==> src/rtl/core/multi_channel_pulse_width_capture_macros.svh <==
// ----------------------------------------------------------------------------
// Assertion macros for the multi-channel pulse width capture block
// Clocked on aclk, held off while aresetn is low.
// ----------------------------------------------------------------------------
`ifndef MULTI_CHANNEL_PULSE_WIDTH_CAPTURE_MACROS_SVH
`define MULTI_CHANNEL_PULSE_WIDTH_CAPTURE_MACROS_SVH

// Check that an expression holds at every clock edge.
`define MCPWC_ASSERT(label, prop, msg) \
    label: assert property (@(posedge aclk) disable iff (!aresetn) (prop)) else $error(msg);

// Check that a condition implies another in the same cycle.
`define MCPWC_ASSERT_IMPL(label, ante, cons, msg) \
    label: assert property (@(posedge aclk) disable iff (!aresetn) (ante) |-> (cons)) \
        else $error(msg);

`endif

==> src/rtl/core/mcpwc_pkg.sv <==
// ----------------------------------------------------------------------------
// mcpwc_pkg
// Shared constants and register codes for the pulse width capture block.
// ----------------------------------------------------------------------------
package mcpwc_pkg;

    localparam int unsigned CHANNELS_DEFAULT    = 8;
    localparam int unsigned COUNT_WIDTH_DEFAULT = 16;
    localparam int unsigned QUEUE_DEPTH         = 4;

    localparam int unsigned TOP_RESET    = 49999;
    localparam int unsigned ENABLE_RESET = 255;

    // register index, taken from paddr[2]
    typedef enum logic [0:0] {
        REG_TIMER_TOP      = 1'b0,
        REG_CHANNEL_ENABLE = 1'b1
    } reg_index_t;

endpackage

==> src/rtl/core/multi_channel_pulse_width_capture.sv <==
// ----------------------------------------------------------------------------
// multi_channel_pulse_width_capture
// Edge-timed pulse width measurement over several pulse inputs at once.
// ----------------------------------------------------------------------------
// Each input item carries one sample of the pulse input levels together with
// the free-running timer count. Levels are masked with channel_enable and
// compared with the previous sample by one lane per channel, all in parallel.
// A rising edge stores the timer count as the channel's start time; a falling
// edge yields one result item holding the channel number and the high time in
// ticks, corrected for one wrap of the timer past timer_top (the width is
// timer_top + 1 - start + now when now is below start). Results of one input
// item leave in ascending channel order, and tlast marks the final one of
// them. Disabling a channel that is high counts as its falling edge; enabling
// a channel that is high counts as its rising edge. Rate: one input item per
// clock while the DEPTH-entry result queue (four by default) has room; the
// output drains one result per clock while m_tready is high, and the queue
// depth sets how far a burst of edges can run ahead of the output. A result
// is written to a queue entry when its item is taken, then loaded into the
// output register behind m_tvalid. Control state clears in the same cycle as
// reset, but not queue storage or output data; no clearing pass follows.
// Registers (APB, word aligned): 0x0 timer_top, 0x4 channel_enable.
// ----------------------------------------------------------------------------
module multi_channel_pulse_width_capture #(
    parameter int unsigned CHANNELS    = mcpwc_pkg::CHANNELS_DEFAULT,
    parameter int unsigned COUNT_WIDTH = mcpwc_pkg::COUNT_WIDTH_DEFAULT,
    parameter int unsigned DEPTH       = mcpwc_pkg::QUEUE_DEPTH,
    localparam int unsigned CH_W       = (CHANNELS > 1) ? $clog2(CHANNELS) : 1,
    localparam int unsigned S_DATA_W   = ((CHANNELS + COUNT_WIDTH + 7) / 8) * 8,
    localparam int unsigned M_DATA_W   = ((CH_W + COUNT_WIDTH + 7) / 8) * 8
) (
    input  logic                aclk,
    input  logic                aresetn,
    // input channel
    input  logic                s_tvalid,
    output logic                s_tready,
    input  logic [S_DATA_W-1:0] s_tdata,  // pin_levels, timer_count, zero pad
    // result channel
    output logic                m_tvalid,
    input  logic                m_tready,
    output logic [M_DATA_W-1:0] m_tdata,  // channel, pulse_width, zero pad
    output logic                m_tlast,
    // configuration
    input  logic                psel,
    input  logic                penable,
    input  logic                pwrite,
    input  logic [2:0]          paddr,
    input  logic [31:0]         pwdata,
    output logic [31:0]         prdata,
    output logic                pready
);

    logic [COUNT_WIDTH-1:0] timer_top_reg, timer_top_next;
    logic [CHANNELS-1:0]    enable_reg, enable_next;

    mcpwc_pkg::reg_index_t  reg_index;
    logic                   cfg_write;

    logic                                 accept;
    logic [CHANNELS-1:0]                  pin_levels;
    logic [COUNT_WIDTH-1:0]               timer_count;
    logic [CHANNELS-1:0]                  fall_mask;
    logic [CHANNELS-1:0][COUNT_WIDTH-1:0] widths;

    logic [CH_W-1:0]        out_channel;
    logic [COUNT_WIDTH-1:0] out_width;

    // ---------------- configuration port ----------------
    assign pready    = 1'b1;
    assign reg_index = mcpwc_pkg::reg_index_t'(paddr[2]);
    assign cfg_write = psel && penable && pwrite && pready;

    always_comb begin
        timer_top_next = timer_top_reg;
        enable_next    = enable_reg;
        if (cfg_write) begin
            unique case (reg_index)
                mcpwc_pkg::REG_TIMER_TOP:      timer_top_next = pwdata[COUNT_WIDTH-1:0];
                mcpwc_pkg::REG_CHANNEL_ENABLE: enable_next    = pwdata[CHANNELS-1:0];
                default: ;
            endcase
        end
    end

    always_comb begin
        unique case (reg_index)
            mcpwc_pkg::REG_TIMER_TOP:      prdata = 32'(timer_top_reg);
            mcpwc_pkg::REG_CHANNEL_ENABLE: prdata = 32'(enable_reg);
            default:                       prdata = '0;
        endcase
    end

    always_ff @(posedge aclk) begin
        if (!aresetn) begin
            timer_top_reg <= COUNT_WIDTH'(mcpwc_pkg::TOP_RESET);
            enable_reg    <= CHANNELS'(mcpwc_pkg::ENABLE_RESET);
        end else begin
            timer_top_reg <= timer_top_next;
            enable_reg    <= enable_next;
        end
    end

    // ---------------- per-channel lanes ----------------
    assign accept      = s_tvalid && s_tready;
    assign pin_levels  = s_tdata[CHANNELS-1:0];
    assign timer_count = s_tdata[CHANNELS+COUNT_WIDTH-1:CHANNELS];

    for (genvar g = 0; g < CHANNELS; g++) begin : g_lane
        mcpwc_lane #(
            .COUNT_WIDTH (COUNT_WIDTH)
        ) u_lane (
            .aclk      (aclk),
            .aresetn   (aresetn),
            .accept    (accept),
            .level_in  (pin_levels[g]),
            .enable    (enable_reg[g]),
            .now       (timer_count),
            .timer_top (timer_top_reg),
            .fall      (fall_mask[g]),
            .width     (widths[g])
        );
    end

    // ---------------- merge and drain ----------------
    mcpwc_queue #(
        .CHANNELS    (CHANNELS),
        .COUNT_WIDTH (COUNT_WIDTH),
        .DEPTH       (DEPTH)
    ) u_queue (
        .aclk        (aclk),
        .aresetn     (aresetn),
        .accept      (accept),
        .fall_mask   (fall_mask),
        .widths      (widths),
        .in_ready    (s_tready),
        .out_valid   (m_tvalid),
        .out_ready   (m_tready),
        .out_channel (out_channel),
        .out_width   (out_width),
        .out_last    (m_tlast)
    );

    // pack channel in the low bits, width above, zero pad on top
    assign m_tdata = M_DATA_W'({out_width, out_channel});

endmodule

==> src/rtl/core/mcpwc_lane.sv <==
// ----------------------------------------------------------------------------
// mcpwc_lane
// One channel: edge detect, start time capture and wrap-corrected width.
// ----------------------------------------------------------------------------
module mcpwc_lane #(
    parameter int unsigned COUNT_WIDTH = mcpwc_pkg::COUNT_WIDTH_DEFAULT
) (
    input  logic                   aclk,
    input  logic                   aresetn,
    input  logic                   accept,
    input  logic                   level_in,
    input  logic                   enable,
    input  logic [COUNT_WIDTH-1:0] now,
    input  logic [COUNT_WIDTH-1:0] timer_top,
    output logic                   fall,
    output logic [COUNT_WIDTH-1:0] width
);

    logic                   level;
    logic                   prev_reg;
    logic                   prev_next;
    logic [COUNT_WIDTH-1:0] rise_reg;
    logic [COUNT_WIDTH-1:0] rise_next;
    logic [COUNT_WIDTH-1:0] diff;
    logic [COUNT_WIDTH-1:0] wrap_add;

    assign level = level_in & enable;
    assign fall  = accept & prev_reg & ~level;

    // width = now - start, plus a full period when the timer wrapped
    assign diff     = now - rise_reg;
    assign wrap_add = (now < rise_reg) ? (timer_top + COUNT_WIDTH'(1)) : '0;
    assign width    = diff + wrap_add;

    always_comb begin
        prev_next = prev_reg;
        rise_next = rise_reg;
        if (accept) begin
            prev_next = level;
            if (level && !prev_reg) begin
                rise_next = now;
            end
        end
    end

    always_ff @(posedge aclk) begin
        if (!aresetn) begin
            prev_reg <= 1'b0;
            rise_reg <= '0;
        end else begin
            prev_reg <= prev_next;
            rise_reg <= rise_next;
        end
    end

endmodule

==> src/rtl/core/mcpwc_queue.sv <==
// ----------------------------------------------------------------------------
// mcpwc_queue
// Queue each item's lane results; drain one per cycle while out_ready is high.
// ----------------------------------------------------------------------------
`include "multi_channel_pulse_width_capture_macros.svh"

module mcpwc_queue #(
    parameter int unsigned CHANNELS    = mcpwc_pkg::CHANNELS_DEFAULT,
    parameter int unsigned COUNT_WIDTH = mcpwc_pkg::COUNT_WIDTH_DEFAULT,
    parameter int unsigned DEPTH       = mcpwc_pkg::QUEUE_DEPTH,
    localparam int unsigned CH_W       = (CHANNELS > 1) ? $clog2(CHANNELS) : 1
) (
    input  logic                                 aclk,
    input  logic                                 aresetn,
    input  logic                                 accept,
    input  logic [CHANNELS-1:0]                  fall_mask,
    input  logic [CHANNELS-1:0][COUNT_WIDTH-1:0] widths,
    output logic                                 in_ready,
    output logic                                 out_valid,
    input  logic                                 out_ready,
    output logic [CH_W-1:0]                      out_channel,
    output logic [COUNT_WIDTH-1:0]               out_width,
    output logic                                 out_last
);

    localparam int unsigned PTR_W = (DEPTH > 1) ? $clog2(DEPTH) : 1;
    localparam int unsigned CNT_W = $clog2(DEPTH + 1);

    logic [CHANNELS-1:0]                  mask_mem  [DEPTH];
    logic [CHANNELS-1:0][COUNT_WIDTH-1:0] width_mem [DEPTH];

    logic [PTR_W-1:0]       wr_ptr_reg, wr_ptr_next;
    logic [PTR_W-1:0]       rd_ptr_reg, rd_ptr_next;
    logic [CNT_W-1:0]       count_reg, count_next;
    logic                   started_reg, started_next;
    logic [CHANNELS-1:0]    rem_mask_reg, rem_mask_next;
    logic                   valid_reg, valid_next;
    logic [CH_W-1:0]        channel_reg;
    logic [COUNT_WIDTH-1:0] width_reg;
    logic                   last_reg;

    logic                   push;
    logic                   pop;
    logic                   load;
    logic [CHANNELS-1:0]    work_mask;
    logic [CHANNELS-1:0]    rest_mask;
    logic [CH_W-1:0]        pick;

    // items without a falling edge leave nothing to report
    assign push     = accept && (fall_mask != '0);
    assign in_ready = (count_reg < CNT_W'(DEPTH));

    assign work_mask = started_reg ? rem_mask_reg : mask_mem[rd_ptr_reg];
    assign rest_mask = work_mask & (work_mask - CHANNELS'(1));
    assign load      = (count_reg != '0) && (!valid_reg || out_ready);
    assign pop       = load && (rest_mask == '0);

    // lowest pending channel goes first
    always_comb begin
        pick = '0;
        for (int i = CHANNELS - 1; i >= 0; i--) begin
            if (work_mask[i]) begin
                pick = CH_W'(i);
            end
        end
    end

    // pointers wrap at the last entry, so any depth works
    always_comb begin
        wr_ptr_next   = wr_ptr_reg;
        rd_ptr_next   = rd_ptr_reg;
        if (push) begin
            wr_ptr_next = (wr_ptr_reg == PTR_W'(DEPTH - 1)) ? '0
                                                             : wr_ptr_reg + PTR_W'(1);
        end
        if (pop) begin
            rd_ptr_next = (rd_ptr_reg == PTR_W'(DEPTH - 1)) ? '0
                                                             : rd_ptr_reg + PTR_W'(1);
        end
        count_next    = count_reg + CNT_W'(push) - CNT_W'(pop);
        started_next  = load ? (rest_mask != '0) : started_reg;
        rem_mask_next = load ? rest_mask : rem_mask_reg;
        valid_next    = load ? 1'b1 : (out_ready ? 1'b0 : valid_reg);
    end

    always_ff @(posedge aclk) begin
        if (!aresetn) begin
            wr_ptr_reg   <= '0;
            rd_ptr_reg   <= '0;
            count_reg    <= '0;
            started_reg  <= 1'b0;
            rem_mask_reg <= '0;
            valid_reg    <= 1'b0;
        end else begin
            wr_ptr_reg   <= wr_ptr_next;
            rd_ptr_reg   <= rd_ptr_next;
            count_reg    <= count_next;
            started_reg  <= started_next;
            rem_mask_reg <= rem_mask_next;
            valid_reg    <= valid_next;
        end
    end

    always_ff @(posedge aclk) begin
        if (push) begin
            mask_mem[wr_ptr_reg]  <= fall_mask;
            width_mem[wr_ptr_reg] <= widths;
        end
        if (load) begin
            channel_reg <= pick;
            width_reg   <= width_mem[rd_ptr_reg][pick];
            last_reg    <= (rest_mask == '0);
        end
    end

    assign out_valid   = valid_reg;
    assign out_channel = channel_reg;
    assign out_width   = width_reg;
    assign out_last    = last_reg;

    `MCPWC_ASSERT(a_count_bound, count_reg <= CNT_W'(DEPTH), "queue count exceeds depth")
    `MCPWC_ASSERT_IMPL(a_started_nonempty, started_reg, count_reg != '0, "draining an empty queue")
    `MCPWC_ASSERT_IMPL(a_load_pending, load, work_mask != '0, "head entry has no pending channel")
    `MCPWC_ASSERT_IMPL(a_push_space, push, in_ready, "push into a full queue")

endmodule
==> config.mk <==
export PLATFORM = sky130hd
export DESIGN_NAME = multi_channel_pulse_width_capture
export DESIGN_NICKNAME = d
export VERILOG_FILES = /design/src/rtl/core/mcpwc_pkg.sv /design/src/rtl/core/multi_channel_pulse_width_capture.sv /design/src/rtl/core/mcpwc_lane.sv /design/src/rtl/core/mcpwc_queue.sv
export VERILOG_INCLUDE_DIRS = /design/src /design/src/rtl/core
export SDC_FILE = /design/constraint.sdc
export NUM_CORES = 1
export LEC_CHECK = 0
export ABC_CLOCK_PERIOD_IN_PS = 9100
export BUFFER_PORTS_ARGS = -buffer_cell sky130_fd_sc_hd__buf_2
export CORE_ASPECT_RATIO = 2
export CORE_MARGIN = 2
export CORE_UTILIZATION = 40
export CTS_CLUSTER_SIZE = 30
export DETAILED_ROUTE_END_ITERATION = 8
export SLEW_MARGIN = 20
export SYNTH_ARGS = -nofsm -noshare
export SYNTH_HDL_FRONTEND = slang
export SYNTH_SLANG_ARGS = --single-unit
==> constraint.sdc <==
create_clock -name aclk -period 9.1 [get_ports aclk]
set_input_delay 0 -clock aclk [delete_from_list [all_inputs] [get_ports aclk]]
set_output_delay 0 -clock aclk [all_outputs]
set_load 0.03 [all_outputs]
==> flow_metrics.tcl <==
set metrics [dict create \
    status "completed" \
    leakage_nw 17.1 \
    grt_pass1_vias 27500 \
    numCtsBuffers 67 \
    largest_register_ffs 512 \
    die_w_um 230 \
    design_area_um2 46100 \
    crit_chain "inv_1 > ha_1 > a21o_1 > a211oi_1 > o211ai_1 > a211o_1 > a21oi_1 > nand2_1 > fa_1 > inv_1 > ha_1 > a21o_1 > a21oi_1 > o21ai_0 > nand2_1 > o2111ai_1 > a31o_2 > a21oi_1 > xnor2_1" \
    cts.clk_slew.worst_paths_ns 0.07 \
    fin_total_pwr_mw 11.4 \
    n_fill_cell 9193 \
    met1_length_um 40100 \
    slowest_stage "xnor2_1" \
    cts.path.max_buffers 3 \
    grt_use_total_pct 21.4 \
    fin_worst_skew_ns 0.0248 \
    arrival_ns 6.39 \
    criticalPathCategory "flip-flop to flip-flop" \
    ys_types 79 \
    placed_area_um2 43200 \
    postRouteAntennaNets 0 \
    finalSetupTns_ns 0 \
    synth-simple-area-share_pct 9.41 \
    synth_edf_count 564 \
    gp_congestion 0.906 \
    cts-resized-gates 0 \
    wl_met3_um 3910 \
    dieArea_um2 105000 \
    hpwl_um 80900 \
    pwr_density_cell_nw_per_um2 247 \
    crit_buf_inv 2 \
    cts_tree "done" \
    report.final.slew_viol_count 0 \
    required_ns 9.40 \
    start_util_pct 40.2 \
    wire_per_inst_um 22.1 \
    ios 126 \
    path_delay_family "compound AO/OA/AOI/OAI gates" \
    hold_viol 0 \
    finalCritPeriodShare_pct 67.0 \
    drive_gt1_share_pct 13.2 \
    synth_xor_area_share_pct 2.93 \
    std_cell_rows 166 \
    hold_path.class "primary input to flip-flop" \
    cts_num_sinks 742 \
    route.met2.wl_um 58200 \
    fin_crit_ns 6.10 \
    synthMuxAreaShare_pct 9.50 \
    post_cts_buffers 0 \
    ir_drop_mv 0.263 \
    grt_pass1_wl_um 167000 \
    slowest_delay_ns 0.81 \
    vias 26500 \
    setup_viol 0 \
    antenna_found_initial 1 \
    synth_adder_area_share_pct 13.7 \
    cp_common_cell "a21oi_1" \
    grt_max_degree 137 \
    first_iter_violations 1473 \
    max_cap_viol_count 0 \
    endpoint_kind "flip-flop" \
    top_layer "met4" \
    nets 4047 \
    ys_warn_count 0 \
    synth_ff_type "edfxtp_1" \
    ys_seq_area_share_pct 50.0 \
    via_per_inst 5.30 \
    synth.avg_cell_area_um2 11.9 \
    worstMarginPinSlew_ns 1.17 \
    drc 0 \
    syn_area_um2 41000 \
    rsz0062_at_grt "false" \
    clkLatencyLatePin_ns 0.66 \
    numPortBuffers 85 \
    firstDrtPassIters 7 \
    max_freq_mhz 164 \
    fp.dieH_um 457 \
    synth-compound-area-share_pct 8.76 \
    start_kind "flip-flop" \
    cts_htree_levels 3 \
    ys_async_sr_fraction_pct 0 \
    synth_seq_cells 742 \
    syn_to_final_growth_pct 12.4 \
    cts_root_buf "clkbuf_16" \
    syn_inst 3450 \
    maxSlewHeadroom_pct 21.5 \
    synth_top_family_by_area "adder cells" \
    grt_overflow 0 \
    core_um2 102000 \
    cp_max_fo 6 \
    drt_wl_total_um 111000 \
]
power by group:
group | total [mW] | internal, mW | switching (mW)
clock | 2.97 | 1.68 | 1.29
combinational | 3.84 | 1.34 | 2.50
sequential | 4.58 | 4.44 | 0.137
cell usage after synthesis, types with 17 or more instances:
master | n | share of area [%]
dfxtp_1 | 178 | 8.7
nor2b_1 | 25 | 0.38
nand2b_1 | 28 | 0.43
a21o_1 | 34 | 0.62
o21ai_0 | 56 | 0.68
a21boi_0 | 141 | 2.6
inv_1 | 431 | 3.9
ha_1 | 256 | 7.8
clkbuf_1 | 101 | 0.92
edfxtp_1 | 564 | 41
nand3_1 | 72 | 0.88
o22ai_1 | 22 | 0.34
buf_4 | 28 | 0.51
xnor2_1 | 107 | 2.3
a211oi_1 | 17 | 0.31
a21oi_1 | 110 | 1.3
xor2_1 | 30 | 0.64
nor2_1 | 81 | 0.74
mux2_2 | 39 | 1.1
mux4_2 | 131 | 7.2
nand4_1 | 24 | 0.37
and2_1 | 23 | 0.35
fa_1 | 121 | 5.9
nor3_1 | 63 | 0.77
mux2i_1 | 45 | 1.1
nand2_1 | 519 | 4.8
and3_1 | 19 | 0.29
routing by layer:
layer | vias to the layer above | GRT usage, %
li1 | 12400 | -
met1 | 13200 | 22.3
met2 | 597 | 39.6
met3 | 251 | 3.00
met4 | 0 | 14.3
met5 | - | 0
cells in the final DEF (no fill, tap or decap), types with 10 or more instances in the layout:
cell type	Yosys	final
fa_1	121	121
buf_4	28	60
buf_2	7	84
nor2_1	81	80
a21boi_0	141	141
o21bai_1	16	16
clkbuf_1	101	11
nand4_1	24	24
nor2b_1	25	25
dlygate4sd3_1	0	63
inv_1	431	431
a21o_1	34	34
and2_1	23	19
ha_1	256	256
conb_1	2	22
nand3_1	72	72
and3_1	19	19
bufinv_16	0	10
a211oi_1	17	16
o211ai_1	16	16
or3_1	13	13
a221oi_2	10	13
clkbuf_16	0	67
a21oi_1	110	110
xor2_1	30	24
nor3_1	63	55
nand2_1	519	519
mux2i_1	45	45
o22ai_1	22	22
o21ai_0	56	56
mux4_2	131	131
edfxtp_1	564	564
nand2b_1	28	28
xnor2_1	107	100
dfxtp_1	178	176
mux2_2	39	39
a31oi_1	13	13
metrics by stage:
| step | cells | util, % | hold WS [ns] | setup slack [ns] |
|---|---|---|---|---|
| detailed placement | 4816 | 42.3 | 0.215 | 2.94 |
| floorplan | 3470 | - | 0.124 | 3.97 |
| global route | 5001 | 45.2 | 0.103 | 2.73 |
| global placement | 4816 | 42.3 | 0.216 | 3.06 |
| CTS | 5000 | 45.2 | 0.0352 | 2.99 |
| finish | 5001 | 45.2 | 0.0775 | 3.00 |
cell families (layout without fill, tap and decap cells):
| logic type | count (synthesis) | in the layout |
|---|---|---|
| other | 2 | 23 |
| AND/OR/NAND/NOR | 881 | 881 |
| buffers and inverters | 577 | 763 |
| multiplexers | 220 | 220 |
| XOR/XNOR | 137 | 137 |
| AO/OA/AOI/OAI | 514 | 514 |
| adder cells (fa/ha/maj) | 377 | 377 |
| flip-flops | 742 | 742 |
final cells by class:
cell class	count	area, µm²	area share (%)
sequential	742	20500	44.5
inverter	432	1620	3.52
multi-input combinational	2151	18400	40.0
clock inverter	40	504	1.09
antenna	1	2.50	0.00543
timing repair buffer	210	1560	3.39
clock buffer	81	1760	3.82
tap	1344	1680	3.65
repair_timing:
item / CTS / global route
hold buffers: 63 / 0
endpoints found under the setup margin: 0 / 0
endpoints found under the hold margin: 174 / 0
worst paths after layout:
check | startpoint | end | slack [ns] | cells past startpoint
min | paddr[2] | enable_reg[3]$_SDFFE_PN1P_ | 0.08 | 5
min reg2reg | u_queue.rem_mask_reg[2]$_SDFFE_PN0P_ | u_queue.rem_mask_reg[2]$_SDFFE_PN0P_ | 0.47 | 2
max reg2reg | g_lane[7].u_lane.rise_reg[5]$_SDFFE_PN0P_ | u_queue.width_mem[1][126]$_DFFE_PP_ | 3.00 | 19
max | g_lane[7].u_lane.rise_reg[5]$_SDFFE_PN0P_ | u_queue.width_mem[1][126]$_DFFE_PP_ | 3.00 | 19
worst reg2reg max path, stage by stage (launching register included):
cell,delay [ns]
dfxtp_1,0.38
inv_1,0.06
ha_1,0.30
a21o_1,0.17
a211oi_1,0.24
o211ai_1,0.25
a211o_1,0.33
a21oi_1,0.66
nand2_1,0.16
fa_1,0.52
inv_1,0.04
ha_1,0.33
a21o_1,0.14
a21oi_1,0.10
o21ai_0,0.49
nand2_1,0.17
o2111ai_1,0.30
a31o_2,0.21
a21oi_1,0.08
xnor2_1,0.81
(Power assumes the default switching activity.)
